`src/mcu_ycbcr_to_rgb_writer_assert.svh`:
```
// Assertion macros for the MCU YCbCr to RGB writer.
// Included by the top level; depends on nothing else.
`ifndef MCU_YCBCR_TO_RGB_WRITER_ASSERT_SVH
`define MCU_YCBCR_TO_RGB_WRITER_ASSERT_SVH

// Same-cycle implication, disabled while reset is low.
`define YRW_ASSERT_NOW(name, clk, rst_n, ante, cons) \
    name: assert property (@(posedge clk) disable iff (!rst_n) (ante) |-> (cons)) \
        else $error("yrw assertion failed");

// Next-cycle implication, disabled while reset is low.
`define YRW_ASSERT_NEXT(name, clk, rst_n, ante, cons) \
    name: assert property (@(posedge clk) disable iff (!rst_n) (ante) |=> (cons)) \
        else $error("yrw assertion failed");

`endif

```
`src/mcu_yrw_pkg.sv`:
```
// Types and constants for the MCU YCbCr to RGB writer.
// No dependencies.
`default_nettype none

package mcu_yrw_pkg;

    localparam int CFG_DATA_W  = 13;
    localparam int CFG_INDEX_W = 2;
    localparam int ADDR_W      = 26;
    localparam int FRAC_BITS   = 14;

    // Configuration register indexes
    localparam logic [CFG_INDEX_W-1:0] CFG_IMAGE_WIDTH = 2'd0;
    localparam logic [CFG_INDEX_W-1:0] CFG_H_SAMPLING  = 2'd1;
    localparam logic [CFG_INDEX_W-1:0] CFG_V_SAMPLING  = 2'd2;

    // JFIF coefficients, Q2.14
    localparam logic signed [15:0] COEF_CR_R = 16'sd22971;
    localparam logic signed [15:0] COEF_CB_G = 16'sd5638;
    localparam logic signed [15:0] COEF_CR_G = 16'sd11700;
    localparam logic signed [15:0] COEF_CB_B = 16'sd29032;

    typedef struct packed {
        logic [7:0] luma;
        logic [7:0] chroma_blue;
        logic [7:0] chroma_red;
    } t_in_beat;

    typedef struct packed {
        logic [7:0]        red;
        logic [7:0]        green;
        logic [7:0]        blue;
        logic [ADDR_W-1:0] byte_address;
        logic              mcu_last;
    } t_out_beat;

    // Clamp a sampling factor to 1..4
    function automatic logic [2:0] clamp_factor(input logic [2:0] f);
        logic [2:0] r;
        if (f == 3'd0) begin
            r = 3'd1;
        end else if (f > 3'd4) begin
            r = 3'd4;
        end else begin
            r = f;
        end
        return r;
    endfunction

    // Drop the fraction bits of a Q.14 sum and saturate to 0..255
    function automatic logic [7:0] to_byte(input logic signed [25:0] s);
        logic [7:0] r;
        if (s[25]) begin
            r = 8'd0;
        end else if (|s[24:22]) begin
            r = 8'd255;
        end else begin
            r = s[21:14];
        end
        return r;
    endfunction

endpackage

`default_nettype wire

```
`src/mcu_ycbcr_to_rgb_writer.sv`:
```
// MCU YCbCr to RGB writer: color conversion plus RGB frame byte addressing.
// Depends on mcu_yrw_pkg and mcu_ycbcr_to_rgb_writer_assert.svh.
//
// Usage:
//   Input channel (i_in_valid / o_in_stall / i_in_data): one beat per pixel,
//   Y with its Cb/Cr pair, in MCU raster order (rows of an MCU, MCUs left to
//   right, bands top to bottom).
//   Output channel (o_out_valid / i_out_stall / o_out_data): one beat per
//   input beat, in order: saturated R, G, B, the byte offset of the pixel's
//   red byte in a packed 3-byte RGB frame, and a flag on the last pixel of
//   each MCU.
//   Config port (i_cfg_we / i_cfg_index / i_cfg_data): image width,
//   horizontal and vertical sampling factors. Write only while idle.
// Timing:
//   Two-stage pipeline. Stage 1 takes the pixel, its address and MCU-end
//   flag (the position counters step here); stage 2 does the color math
//   into the output register. An accepted beat moves from the stage 1
//   register to the output register, one beat per cycle while not stalled.
// Reset (synchronous, i_rst_n low): pipeline empties, MCU position and frame
//   cursor return to zero, config returns to width 8, factors 1.
// Backpressure: when i_out_stall holds a full output register, stage 1 keeps
//   moving only if it is empty; once both are full, o_in_stall rises.
`default_nettype none

`include "mcu_ycbcr_to_rgb_writer_assert.svh"

module mcu_ycbcr_to_rgb_writer #(
    parameter int MAX_WIDTH  = 4096,
    parameter int MAX_HEIGHT = 4096
) (
    input  wire logic                                i_clk,
    input  wire logic                                i_rst_n,
    // pixel input
    input  wire logic                                i_in_valid,
    output logic                                     o_in_stall,
    input  wire mcu_yrw_pkg::t_in_beat               i_in_data,
    // pixel output
    output logic                                     o_out_valid,
    input  wire logic                                i_out_stall,
    output mcu_yrw_pkg::t_out_beat                   o_out_data,
    // config writes
    input  wire logic                                i_cfg_we,
    input  wire logic [mcu_yrw_pkg::CFG_INDEX_W-1:0] i_cfg_index,
    input  wire logic [mcu_yrw_pkg::CFG_DATA_W-1:0]  i_cfg_data
);

    import mcu_yrw_pkg::*;

    // Widest usable frame width, and the frame size where the cursor wraps
    localparam int W_HI = (MAX_WIDTH < 4096) ? MAX_WIDTH : 4096;
    localparam logic [63:0] FRAME_BYTES = 64'(MAX_WIDTH) * 64'(MAX_HEIGHT) * 64'd3;

    // ---------------- config registers ----------------
    logic [12:0] r_image_width;
    logic [2:0]  r_h_sampling;
    logic [2:0]  r_v_sampling;

    always_ff @(posedge i_clk) begin
        if (!i_rst_n) begin
            r_image_width <= 13'd8;
            r_h_sampling  <= 3'd1;
            r_v_sampling  <= 3'd1;
        end else if (i_cfg_we) begin
            unique case (i_cfg_index)
                CFG_IMAGE_WIDTH: r_image_width <= i_cfg_data;
                CFG_H_SAMPLING:  r_h_sampling  <= i_cfg_data[2:0];
                CFG_V_SAMPLING:  r_v_sampling  <= i_cfg_data[2:0];
                default: ;   // unmapped index: dropped
            endcase
        end
    end

    // Effective MCU geometry and width
    logic [5:0]  mcu_w;      // 8..32
    logic [5:0]  mcu_h;      // 8..32
    logic [12:0] width_eff;  // 8..W_HI

    always_comb begin
        mcu_w = {clamp_factor(r_h_sampling), 3'b000};
        mcu_h = {clamp_factor(r_v_sampling), 3'b000};
        if (r_image_width < 13'd8) begin
            width_eff = 13'd8;
        end else if (r_image_width > 13'(W_HI)) begin
            width_eff = 13'(W_HI);
        end else begin
            width_eff = r_image_width;
        end
    end

    // ---------------- handshake ----------------
    logic r_s1_valid;
    logic r_s2_valid;
    logic s2_ready;
    logic s1_adv;
    logic in_fire;

    assign s2_ready    = !r_s2_valid || !i_out_stall;
    assign s1_adv      = r_s1_valid && s2_ready;
    assign o_in_stall  = r_s1_valid && !s2_ready;
    assign in_fire     = i_in_valid && !o_in_stall;
    assign o_out_valid = r_s2_valid;

    always_ff @(posedge i_clk) begin
        if (!i_rst_n) begin
            r_s1_valid <= 1'b0;
            r_s2_valid <= 1'b0;
        end else begin
            if (in_fire) begin
                r_s1_valid <= 1'b1;
            end else if (s1_adv) begin
                r_s1_valid <= 1'b0;
            end
            if (s1_adv) begin
                r_s2_valid <= 1'b1;
            end else if (s2_ready) begin
                r_s2_valid <= 1'b0;
            end
        end
    end

    // ---------------- MCU position and frame cursor ----------------
    logic [4:0]        r_mcu_column;
    logic [4:0]        r_mcu_row;
    logic [ADDR_W-1:0] r_frame_cursor;
    logic [11:0]       r_cursor_column;

    logic [4:0]        n_mcu_column;
    logic [4:0]        n_mcu_row;
    logic [ADDR_W-1:0] n_frame_cursor;
    logic [11:0]       n_cursor_column;

    logic              col_end;
    logic              mcu_end;
    logic [17:0]       row_x_w;     // row * width
    logic [18:0]       pix_ofs;     // pixel offset within the MCU window
    logic [20:0]       pix_ofs3;    // in bytes
    logic [ADDR_W-1:0] pix_addr;
    logic [4:0]        mcu_h_m1;
    logic [17:0]       band_px;     // (MCU height - 1) * width
    logic [19:0]       band_bytes;
    logic [6:0]        mcu_w3;
    logic [12:0]       col_sum;
    logic [26:0]       cur_next;
    logic [26:0]       cur_band;

    always_comb begin
        col_end = ({1'b0, r_mcu_column} + 6'd1) >= mcu_w;
        mcu_end = col_end && (({1'b0, r_mcu_row} + 6'd1) >= mcu_h);

        row_x_w  = {13'b0, r_mcu_row} * {5'b0, width_eff};
        pix_ofs  = {1'b0, row_x_w} + {14'b0, r_mcu_column};
        pix_ofs3 = {1'b0, pix_ofs, 1'b0} + {2'b0, pix_ofs};
        pix_addr = r_frame_cursor + {5'b0, pix_ofs3};

        mcu_h_m1   = 5'(mcu_h - 6'd1);
        band_px    = {13'b0, mcu_h_m1} * {5'b0, width_eff};
        band_bytes = {1'b0, band_px, 1'b0} + {2'b0, band_px};
        mcu_w3     = {mcu_w, 1'b0} + {1'b0, mcu_w};
        col_sum    = {1'b0, r_cursor_column} + {7'b0, mcu_w};
        cur_next   = {1'b0, r_frame_cursor} + {20'b0, mcu_w3};
        cur_band   = (col_sum >= width_eff) ? (cur_next + {7'b0, band_bytes}) : cur_next;

        n_mcu_column    = r_mcu_column;
        n_mcu_row       = r_mcu_row;
        n_frame_cursor  = r_frame_cursor;
        n_cursor_column = r_cursor_column;

        if (col_end) begin
            n_mcu_column = 5'd0;
            n_mcu_row    = r_mcu_row + 5'd1;
        end else begin
            n_mcu_column = r_mcu_column + 5'd1;
        end

        if (mcu_end) begin
            n_mcu_row = 5'd0;
            // band complete: back to the left edge, skip the rest of the band
            n_cursor_column = (col_sum >= width_eff) ? 12'd0 : col_sum[11:0];
            // wrap at the end of the largest frame
            n_frame_cursor = ({37'b0, cur_band} >= FRAME_BYTES) ? '0 : cur_band[ADDR_W-1:0];
        end
    end

    always_ff @(posedge i_clk) begin
        if (!i_rst_n) begin
            r_mcu_column    <= '0;
            r_mcu_row       <= '0;
            r_frame_cursor  <= '0;
            r_cursor_column <= '0;
        end else if (in_fire) begin
            r_mcu_column    <= n_mcu_column;
            r_mcu_row       <= n_mcu_row;
            r_frame_cursor  <= n_frame_cursor;
            r_cursor_column <= n_cursor_column;
        end
    end

    // ---------------- stage 1: input register ----------------
    t_in_beat          r_s1_pix;
    logic [ADDR_W-1:0] r_s1_addr;
    logic              r_s1_last;

    always_ff @(posedge i_clk) begin
        if (in_fire) begin
            r_s1_pix  <= i_in_data;
            r_s1_addr <= pix_addr;
            r_s1_last <= mcu_end;
        end
    end

    // ---------------- stage 2: color conversion ----------------
    logic signed [8:0]  cb_c;
    logic signed [8:0]  cr_c;
    logic signed [25:0] y_s;
    logic signed [24:0] p_cr_r;
    logic signed [24:0] p_cb_g;
    logic signed [24:0] p_cr_g;
    logic signed [24:0] p_cb_b;
    logic signed [25:0] sum_r;
    logic signed [25:0] sum_g;
    logic signed [25:0] sum_b;
    t_out_beat          n_out;

    always_comb begin
        cb_c   = $signed({1'b0, r_s1_pix.chroma_blue}) - 9'sd128;
        cr_c   = $signed({1'b0, r_s1_pix.chroma_red}) - 9'sd128;
        y_s    = $signed({4'b0, r_s1_pix.luma, 14'b0});
        p_cr_r = 25'(COEF_CR_R) * 25'(cr_c);
        p_cb_g = 25'(COEF_CB_G) * 25'(cb_c);
        p_cr_g = 25'(COEF_CR_G) * 25'(cr_c);
        p_cb_b = 25'(COEF_CB_B) * 25'(cb_c);
        sum_r  = y_s + {p_cr_r[24], p_cr_r};
        sum_g  = y_s - {p_cb_g[24], p_cb_g} - {p_cr_g[24], p_cr_g};
        sum_b  = y_s + {p_cb_b[24], p_cb_b};

        n_out.red          = to_byte(sum_r);
        n_out.green        = to_byte(sum_g);
        n_out.blue         = to_byte(sum_b);
        n_out.byte_address = r_s1_addr;
        n_out.mcu_last     = r_s1_last;
    end

    t_out_beat r_out;

    always_ff @(posedge i_clk) begin
        if (s1_adv) begin
            r_out <= n_out;
        end
    end

    assign o_out_data = r_out;

    // ---------------- assertions ----------------
    // The last pixel of an MCU returns the position to the MCU's top-left
    `YRW_ASSERT_NEXT(a_mcu_wrap, i_clk, i_rst_n, in_fire && mcu_end,
        (r_mcu_row == 5'd0) && (r_mcu_column == 5'd0))
    // Both stages full and the output blocked: input must be held off
    `YRW_ASSERT_NOW(a_full_stalls, i_clk, i_rst_n,
        r_s1_valid && r_s2_valid && i_out_stall, o_in_stall)
    // Output taken with nothing behind it: output empties
    `YRW_ASSERT_NEXT(a_drain, i_clk, i_rst_n,
        r_s2_valid && !i_out_stall && !r_s1_valid, !o_out_valid)

endmodule

`default_nettype wire

```
`config.mk`:
```
export PLATFORM = sky130hd
export DESIGN_NAME = mcu_ycbcr_to_rgb_writer
export DESIGN_NICKNAME = d
export VERILOG_FILES = /design/src/mcu_yrw_pkg.sv /design/src/mcu_ycbcr_to_rgb_writer.sv
export VERILOG_INCLUDE_DIRS = /design/src /design/src/src
export SDC_FILE = /design/constraint.sdc
export NUM_CORES = 1
export LEC_CHECK = 0
export ABC_AREA = 1
export CORE_MARGIN = 5
export CORE_UTILIZATION = 60
export DETAILED_ROUTE_END_ITERATION = 10
export DONT_BUFFER_PORTS = 1
export HOLD_SLACK_MARGIN = 0.06
export PLACE_DENSITY = 0.74
export SKIP_LAST_GASP = 1
export SYNTH_ARGS = -nofsm -noshare
export SYNTH_HDL_FRONTEND = slang
export SYNTH_SLANG_ARGS = --single-unit
```
`constraint.sdc`:
```
create_clock -name i_clk -period 11.6 [get_ports i_clk]
set_input_delay 0.58 -clock i_clk [delete_from_list [all_inputs] [get_ports i_clk]]
set_output_delay 0.58 -clock i_clk [all_outputs]
set_load 0.05 [all_outputs]
```
# After elaboration in Yosys (flattened, before gate mapping)
# Index checks and enable logic that the tools add are counted.
dict set report totals {
  reg_bits 171
  in_bits 44
  out_inout_bits 53
  wordCells 96
}
dict set report classes {
  addsub 19
  multipliers 6
  order_cmp 8
  eq_ne 2
  n_mux 19
  n_reduce_logical 23
}
# op n
set op_table {}
lappend op_table {{multiplier 13 x 9 -> 22 bit, first input constant} 3}
lappend op_table {{adder 23 x 25 -> 26 bit} 2}
lappend op_table {{multiplier 5 x 13 -> 18 bit} 2}
lappend op_table {{adder 26 x 7 -> 27 bit} 1}
lappend op_table {{adder 27 x 20 -> 27 bit} 1}
lappend op_table {{greater-or-equal comparator 27 x 26 -> 1 bit, second input constant} 1}
lappend op_table {{2-to-1 mux 27 bit} 1}
lappend op_table {{adder 26 x 21 -> 26 bit} 1}
lappend op_table {{2-to-1 mux 13 bit} 2}
lappend op_table {{2-to-1 mux 26 bit} 1}
lappend op_table {{multiplier 16 x 9 -> 25 bit, first input constant} 1}
lappend op_table {{subtractor 24 x 24 -> 25 bit} 1}
lappend op_table {{2-to-1 mux 8 bit} 3}
lappend op_table {{subtractor 23 x 23 -> 24 bit} 1}
lappend op_table {{adder 20 x 19 -> 21 bit} 1}
lappend op_table {{adder 19 x 18 -> 20 bit} 1}
lappend op_table {{adder 18 x 5 -> 19 bit} 1}
lappend op_table {{subtractor 8 x 8 -> 9 bit, second input constant} 2}
lappend op_table {{2-to-1 mux 5 bit} 3}
lappend op_table {{adder 12 x 6 -> 13 bit} 1}
lappend op_table {{greater-or-equal comparator 13 bit} 1}
lappend op_table {{> comparator 13 bit, second input constant} 1}
lappend op_table {{less-than comparator 13 x 4 -> 1 bit, second input constant} 1}
lappend op_table {{adder 5 x 1 -> 6 bit, second input constant} 2}
lappend op_table {{other kinds (18)} 42}

# Longest topological paths before layout
dict set report depth {
  ltp_word 10
  mapped_depth 43
  mapped_depth_nobuf 42
}

# Worst setup path before layout
# Ideal clock, no wire load.
dict set report synth_timing {
  path_kind {flip-flop to flip-flop}
  startpoint {reg r_s1_pix[1] (netlist bit)}
  endpoint {reg r_out (netlist bit o_out_data[35]) (data pin)}
  t_arrival_ns 6.500
  required_ns 11.345
  slack_ns 4.845
  stages_incl_launch_ff 34
  path_buffers 0
  cell_sequence {edfxtp_1 > ha_1 > inv_1 > fa_1 > inv_1 > fa_1 > inv_1 > fa_1 > inv_1 > ha_1 > inv_1 > fa_1 > nand3b_1 > and2_1 > o221ai_1 > nand2_1 > a31oi_1 > nand3_1 > nand2_1 > xnor2_1 > inv_1 > fa_1 > inv_1 > ha_1 > nand2_1 > nor4_1 > nand4_1 > nand3_1 > nand2_1 > nand2_1 > xnor2_1 > nand2_1 > o21ai_0 > inv_1}
}
dict set report synth_via {
  elab_chain_cells 5
}
# element line_no
set synth_lines {}
lappend synth_lines {{from (decl)} mcu_ycbcr_to_rgb_writer.sv:199} ;# t_in_beat r_s1_pix;
lappend synth_lines {{from (signal assigned)} mcu_ycbcr_to_rgb_writer.sv:205} ;# r_s1_pix <= i_in_data;
lappend synth_lines {{subtractor 8 x 8 -> 9 bit (*)} mcu_ycbcr_to_rgb_writer.sv:226} ;# cr_c = $signed({1'b0, r_s1_pix.chroma_red}) - 9'sd128;
lappend synth_lines {{multiplier 13 x 9 -> 22 bit (*)} mcu_ycbcr_to_rgb_writer.sv:230} ;# p_cr_g = 25'(COEF_CR_G) * 25'(cr_c);
lappend synth_lines {{subtractor 24 x 24 -> 25 bit (*)} mcu_ycbcr_to_rgb_writer.sv:233} ;# sum_g = y_s - {p_cb_g[24], p_cb_g} - {p_cr_g[24], p_cr_g};
lappend synth_lines {{OR reduction 3 bit} mcu_yrw_pkg.sv:55} ;# end else if (|s[24:22]) begin
lappend synth_lines {{2-to-1 mux 8 bit} mcu_yrw_pkg.sv:55}
lappend synth_lines {{to (signal assigned)} mcu_ycbcr_to_rgb_writer.sv:247} ;# r_out <= n_out;
lappend synth_lines {{to (decl)} mcu_ycbcr_to_rgb_writer.sv:243} ;# t_out_beat r_out;
# Every way passes the cells marked *; elsewhere a longest branch is shown, timed or not.
# A chain may end at the register's enable or synchronous reset.

# Worst setup path after layout
dict set report layout_timing {
  startpoint {reg r_image_width[12]}
  endpoint {reg r_s1_addr[25] (data pin)}
}
dict set report layout_via {
  elab_chain_cells 7
  word_cells_on_any_way 8
  cone_classes {add/sub (3); mul (1); order compare (2); mux (2)}
}
# element line_no
set layout_lines {}
lappend layout_lines {{from (decl)} mcu_ycbcr_to_rgb_writer.sv:54} ;# logic [12:0] r_image_width;
lappend layout_lines {{from (signal assigned)} mcu_ycbcr_to_rgb_writer.sv:65} ;# CFG_IMAGE_WIDTH: r_image_width <= i_cfg_data;
lappend layout_lines {{> comparator 13 bit} mcu_ycbcr_to_rgb_writer.sv:83} ;# end else if (r_image_width > 13'(W_HI)) begin
lappend layout_lines {{2-to-1 mux 13 bit} mcu_ycbcr_to_rgb_writer.sv:83}
lappend layout_lines {{2-to-1 mux 13 bit (*)} mcu_ycbcr_to_rgb_writer.sv:81} ;# if (r_image_width < 13'd8) begin
lappend layout_lines {{multiplier 5 x 13 -> 18 bit (*)} mcu_ycbcr_to_rgb_writer.sv:150} ;# row_x_w = {13'b0, r_mcu_row} * {5'b0, width_eff};
lappend layout_lines {{adder 18 x 5 -> 19 bit (*)} mcu_ycbcr_to_rgb_writer.sv:151} ;# pix_ofs = {1'b0, row_x_w} + {14'b0, r_mcu_column};
lappend layout_lines {{adder 20 x 19 -> 21 bit (*)} mcu_ycbcr_to_rgb_writer.sv:152} ;# pix_ofs3 = {1'b0, pix_ofs, 1'b0} + {2'b0, pix_ofs};
lappend layout_lines {{adder 26 x 21 -> 26 bit (*)} mcu_ycbcr_to_rgb_writer.sv:153} ;# pix_addr = r_frame_cursor + {5'b0, pix_ofs3};
lappend layout_lines {{net pix_addr[25]} mcu_ycbcr_to_rgb_writer.sv:137} ;# logic [ADDR_W-1:0] pix_addr;
lappend layout_lines {{to (signal assigned)} mcu_ycbcr_to_rgb_writer.sv:206} ;# r_s1_addr <= pix_addr;
lappend layout_lines {{to (decl)} mcu_ycbcr_to_rgb_writer.sv:200} ;# logic [ADDR_W-1:0] r_s1_addr;
# The timed path passes the listed nets; every way through them passes the cells marked *.

==> results.json <==
{
  "cp-end-kind": "flop",
  "timing.final.crit_share_pct": 70.0,
  "cts_sinks": 168,
  "synthCells": 2910,
  "synthFlopType": "edfxtp_1",
  "synth_area_um2": 24000,
  "pre_cts_ws_ns": 3.55,
  "synth_edf_count": 102,
  "grt_max_degree": 58,
  "vias": 18955,
  "grt_pass1_wl_um": 94800,
  "grt_use_total_pct": 26.5,
  "numCtsBuffers": 17,
  "cpMaxStageDelayCell": "dfxtp_1",
  "synthToLayoutAreaGrowth_pct": 4.71,
  "synth.most_common_cell": "inv_1",
  "clk_pin_slew_ns": 0.08,
  "fin_hold_ws_ns": 0.185,
  "vdd_drop_max_uv": 327,
  "reg2reg_depth": 34,
  "cts_resized": 0,
  "post_cts_buffers": 0,
  "fmax_mhz": 123,
  "wl_per_cell_um": 16.7,
  "antenna_found_initial": 0,
  "io_buffers": 0,
  "syn_avg_cell_area_um2": 8.24,
  "chipWidth_um": 210,
  "hold_viol": 0,
  "h-tree-depth": 4,
  "synth.net_count": 3575,
  "worstSetupPathType": "flop to flop",
  "crit_arrival_ns": 8.33,
  "path_max_fanout": 13,
  "core_area_um2": 39600,
  "holdBufCountCts": 0,
  "clockPowerShare_pct": 11.6,
  "cp.required_ns": 11.81,
  "rows": 73,
  "drc": 0,
  "startpoint_type": "flop",
  "root_buffer": "clkbuf_16",
  "sw_frac_of_total_pct": 52.8,
  "overflow": 0,
  "die_area_um2": 44100,
  "yosysTopAreaCellShare_pct": 20.9,
  "powerDensity_nw_per_um2": 206,
  "ant_nets": 0,
  "pwr-share-comb_pct": 71.7,
  "instances_no_fill": 3443,
  "async_flop_share_pct": 0,
  "synth_common_cells": "inv_1, nand2_1, ha_1, fa_1, nor2_1",
  "gp_congestion": 0.973,
  "relSlewSlack_pct": 36.3,
  "drt-pass1-iter-count": 8,
  "dp_hpwl_um": 48300,
  "crit_top_cell": "nand2_1",
  "status": "completed",
  "drv_cap": 0,
  "worst_slack_ns": 3.48,
  "grt_setup_unrepaired": "false",
  "finalCriticalPeriod_ns": 8.12,
  "yosysWarnings": 0,
  "finalMaxSlewViolations": 0,
  "finClkSkew_ns": 0.0132,
  "n_antenna_cell": 0,
  "drtIter0Drc": 1183,
  "final_nets": 3570,
  "internal_power_mw": 2.44,
  "clockBufferDepth": 2,
  "tightest_slew_ns": 0.948,
  "setup_tns_ns": 0,
  "synthTopCellsByArea": "ha_1, fa_1, edfxtp_1",
  "fp.dieH_um": 210,
  "cp_slowest_stage_delay_ns": 0.78,
  "avgViaCountPerCell": 5.51,
  "seqPwrFrac_pct": 16.7,
  "insertion_delay_ns": 0.48,
  "cts_tree": "built",
  "place_inst": 3411,
  "pin_count": 97,
  "routed_wl_um": 57400,
  "hold_path.class": "input pin to flop",
  "p_sw_mw": 2.73,
  "grt_pass1_vias": 19053,
  "synth-seq-cells": 168,
  "synthDistinctLibCells": 57,
  "hold_path_depth": 0,
  "start_util_pct": 60.5,
  "synth.largest_area_cell": "ha_1",
  "synth_seq_area_share_pct": 18.3,
  "p_leak_nw": 13.1,
  "setup_viol_count_final": 0,
  "drive_above_1_share_pct": 4.66
}
==> logic make-up (layout without fill, tap and decap cells) <==
family | after synthesis | after routing | share of synthesized area, %
AO/OA/AOI/OAI | 420 | 420 | 9.85
XOR/XNOR | 160 | 160 | 5.84
adder cells (fa/ha/maj) | 621 | 621 | 39.3
buffers and inverters | 617 | 625 | 9.93
flip-flops | 168 | 168 | 18.3
AND/OR/NAND/NOR | 924 | 924 | 16.8
==> critical path, delay by kind of cell (launching register included) <==
family / cells / cell delay (ns)
AND/OR/NAND/NOR: 16 / 2.02
adder cells (fa/ha/maj): 6 / 2.67
XOR/XNOR: 2 / 0.45
flip-flops: 1 / 0.78
AO/OA/AOI/OAI: 6 / 1.45
buffers and inverters: 4 / 0.47
==> through the flow <==
stage | util, % | instance area [µm²] | total power, mW
final | 63.3 | 25100 | 5.17
after global routing | 63.3 | 25100 | 5.74
after CTS | 63.3 | 25100 | 5.14
after detailed placement | 61.8 | 24500 | 4.51
after global placement | 61.8 | 24500 | 4.47
after floorplan | - | 24000 | 3.71
==> layout make-up <==
type	count	area, µm²
Fill cell	3504	14500
Timing Repair Buffer	6	45.0
Clock inverter	14	164
Multi-Input combinational cell	2125	17200
Inverter	587	2200
Clock buffer	18	429
Tap cell	525	657
Sequential cell	168	4380
==> cell usage in the layout (no fill, tap or decap), types with 23 or more instances in the layout <==
master      n
o21ai_0   118
dfxtp_1    66
nand2_1   504
a21oi_1   202
nor2_1    213
nand3_2    23
nand3_1    85
fa_1      220
edfxtp_1  102
ha_1      401
inv_1     573
xor2_1    116
xnor2_1    44
==> flip-flops by register name, summed over array words and instances (netlist names), 5 cells and up <==
signal,flops
r_frame_cursor,26
r_s1_addr,26
r_mcu_column,5
r_mcu_row,5
o_out_data,51
r_cursor_column,9
r_s1_pix,24
r_image_width,13
==> routing by layer <==
layer	share of wire (%)	global-route usage, %	wire length [µm]	up-vias
met5	0	0	0	-
met4	2.7	7.85	1530	0
met3	4.3	3.87	2480	100
met2	50	46.5	28700	436
met1	43	34.1	24700	9100
li1	-	-	-	9319
==> worst paths after layout <==
path / start / end / slack (ns)
worst max-delay path: r_image_width[12]$_SDFFE_PN0P_ / r_s1_addr[25]$_DFFE_PP_ / 3.48
worst min-delay path: i_in_data[2] / r_s1_pix[2]$_DFFE_PP_ / 0.18
worst max register to register: r_image_width[12]$_SDFFE_PN0P_ / r_s1_addr[25]$_DFFE_PP_ / 3.48
worst min register to register: r_s1_addr[21]$_DFFE_PP_ / o_out_data[22]$_DFFE_PP_ / 0.41
==> power groups by stage <==
stage | clock network (mW) | registers [mW] | logic (mW)
detailed placement | 0 | 0.876 | 3.64
global placement | 0 | 0.875 | 3.60
floorplan | 0 | 0.852 | 2.85
global route | 0.638 | 0.867 | 4.23
CTS | 0.612 | 0.863 | 3.67
finish | 0.599 | 0.862 | 3.71
(Power assumes the default switching activity.)
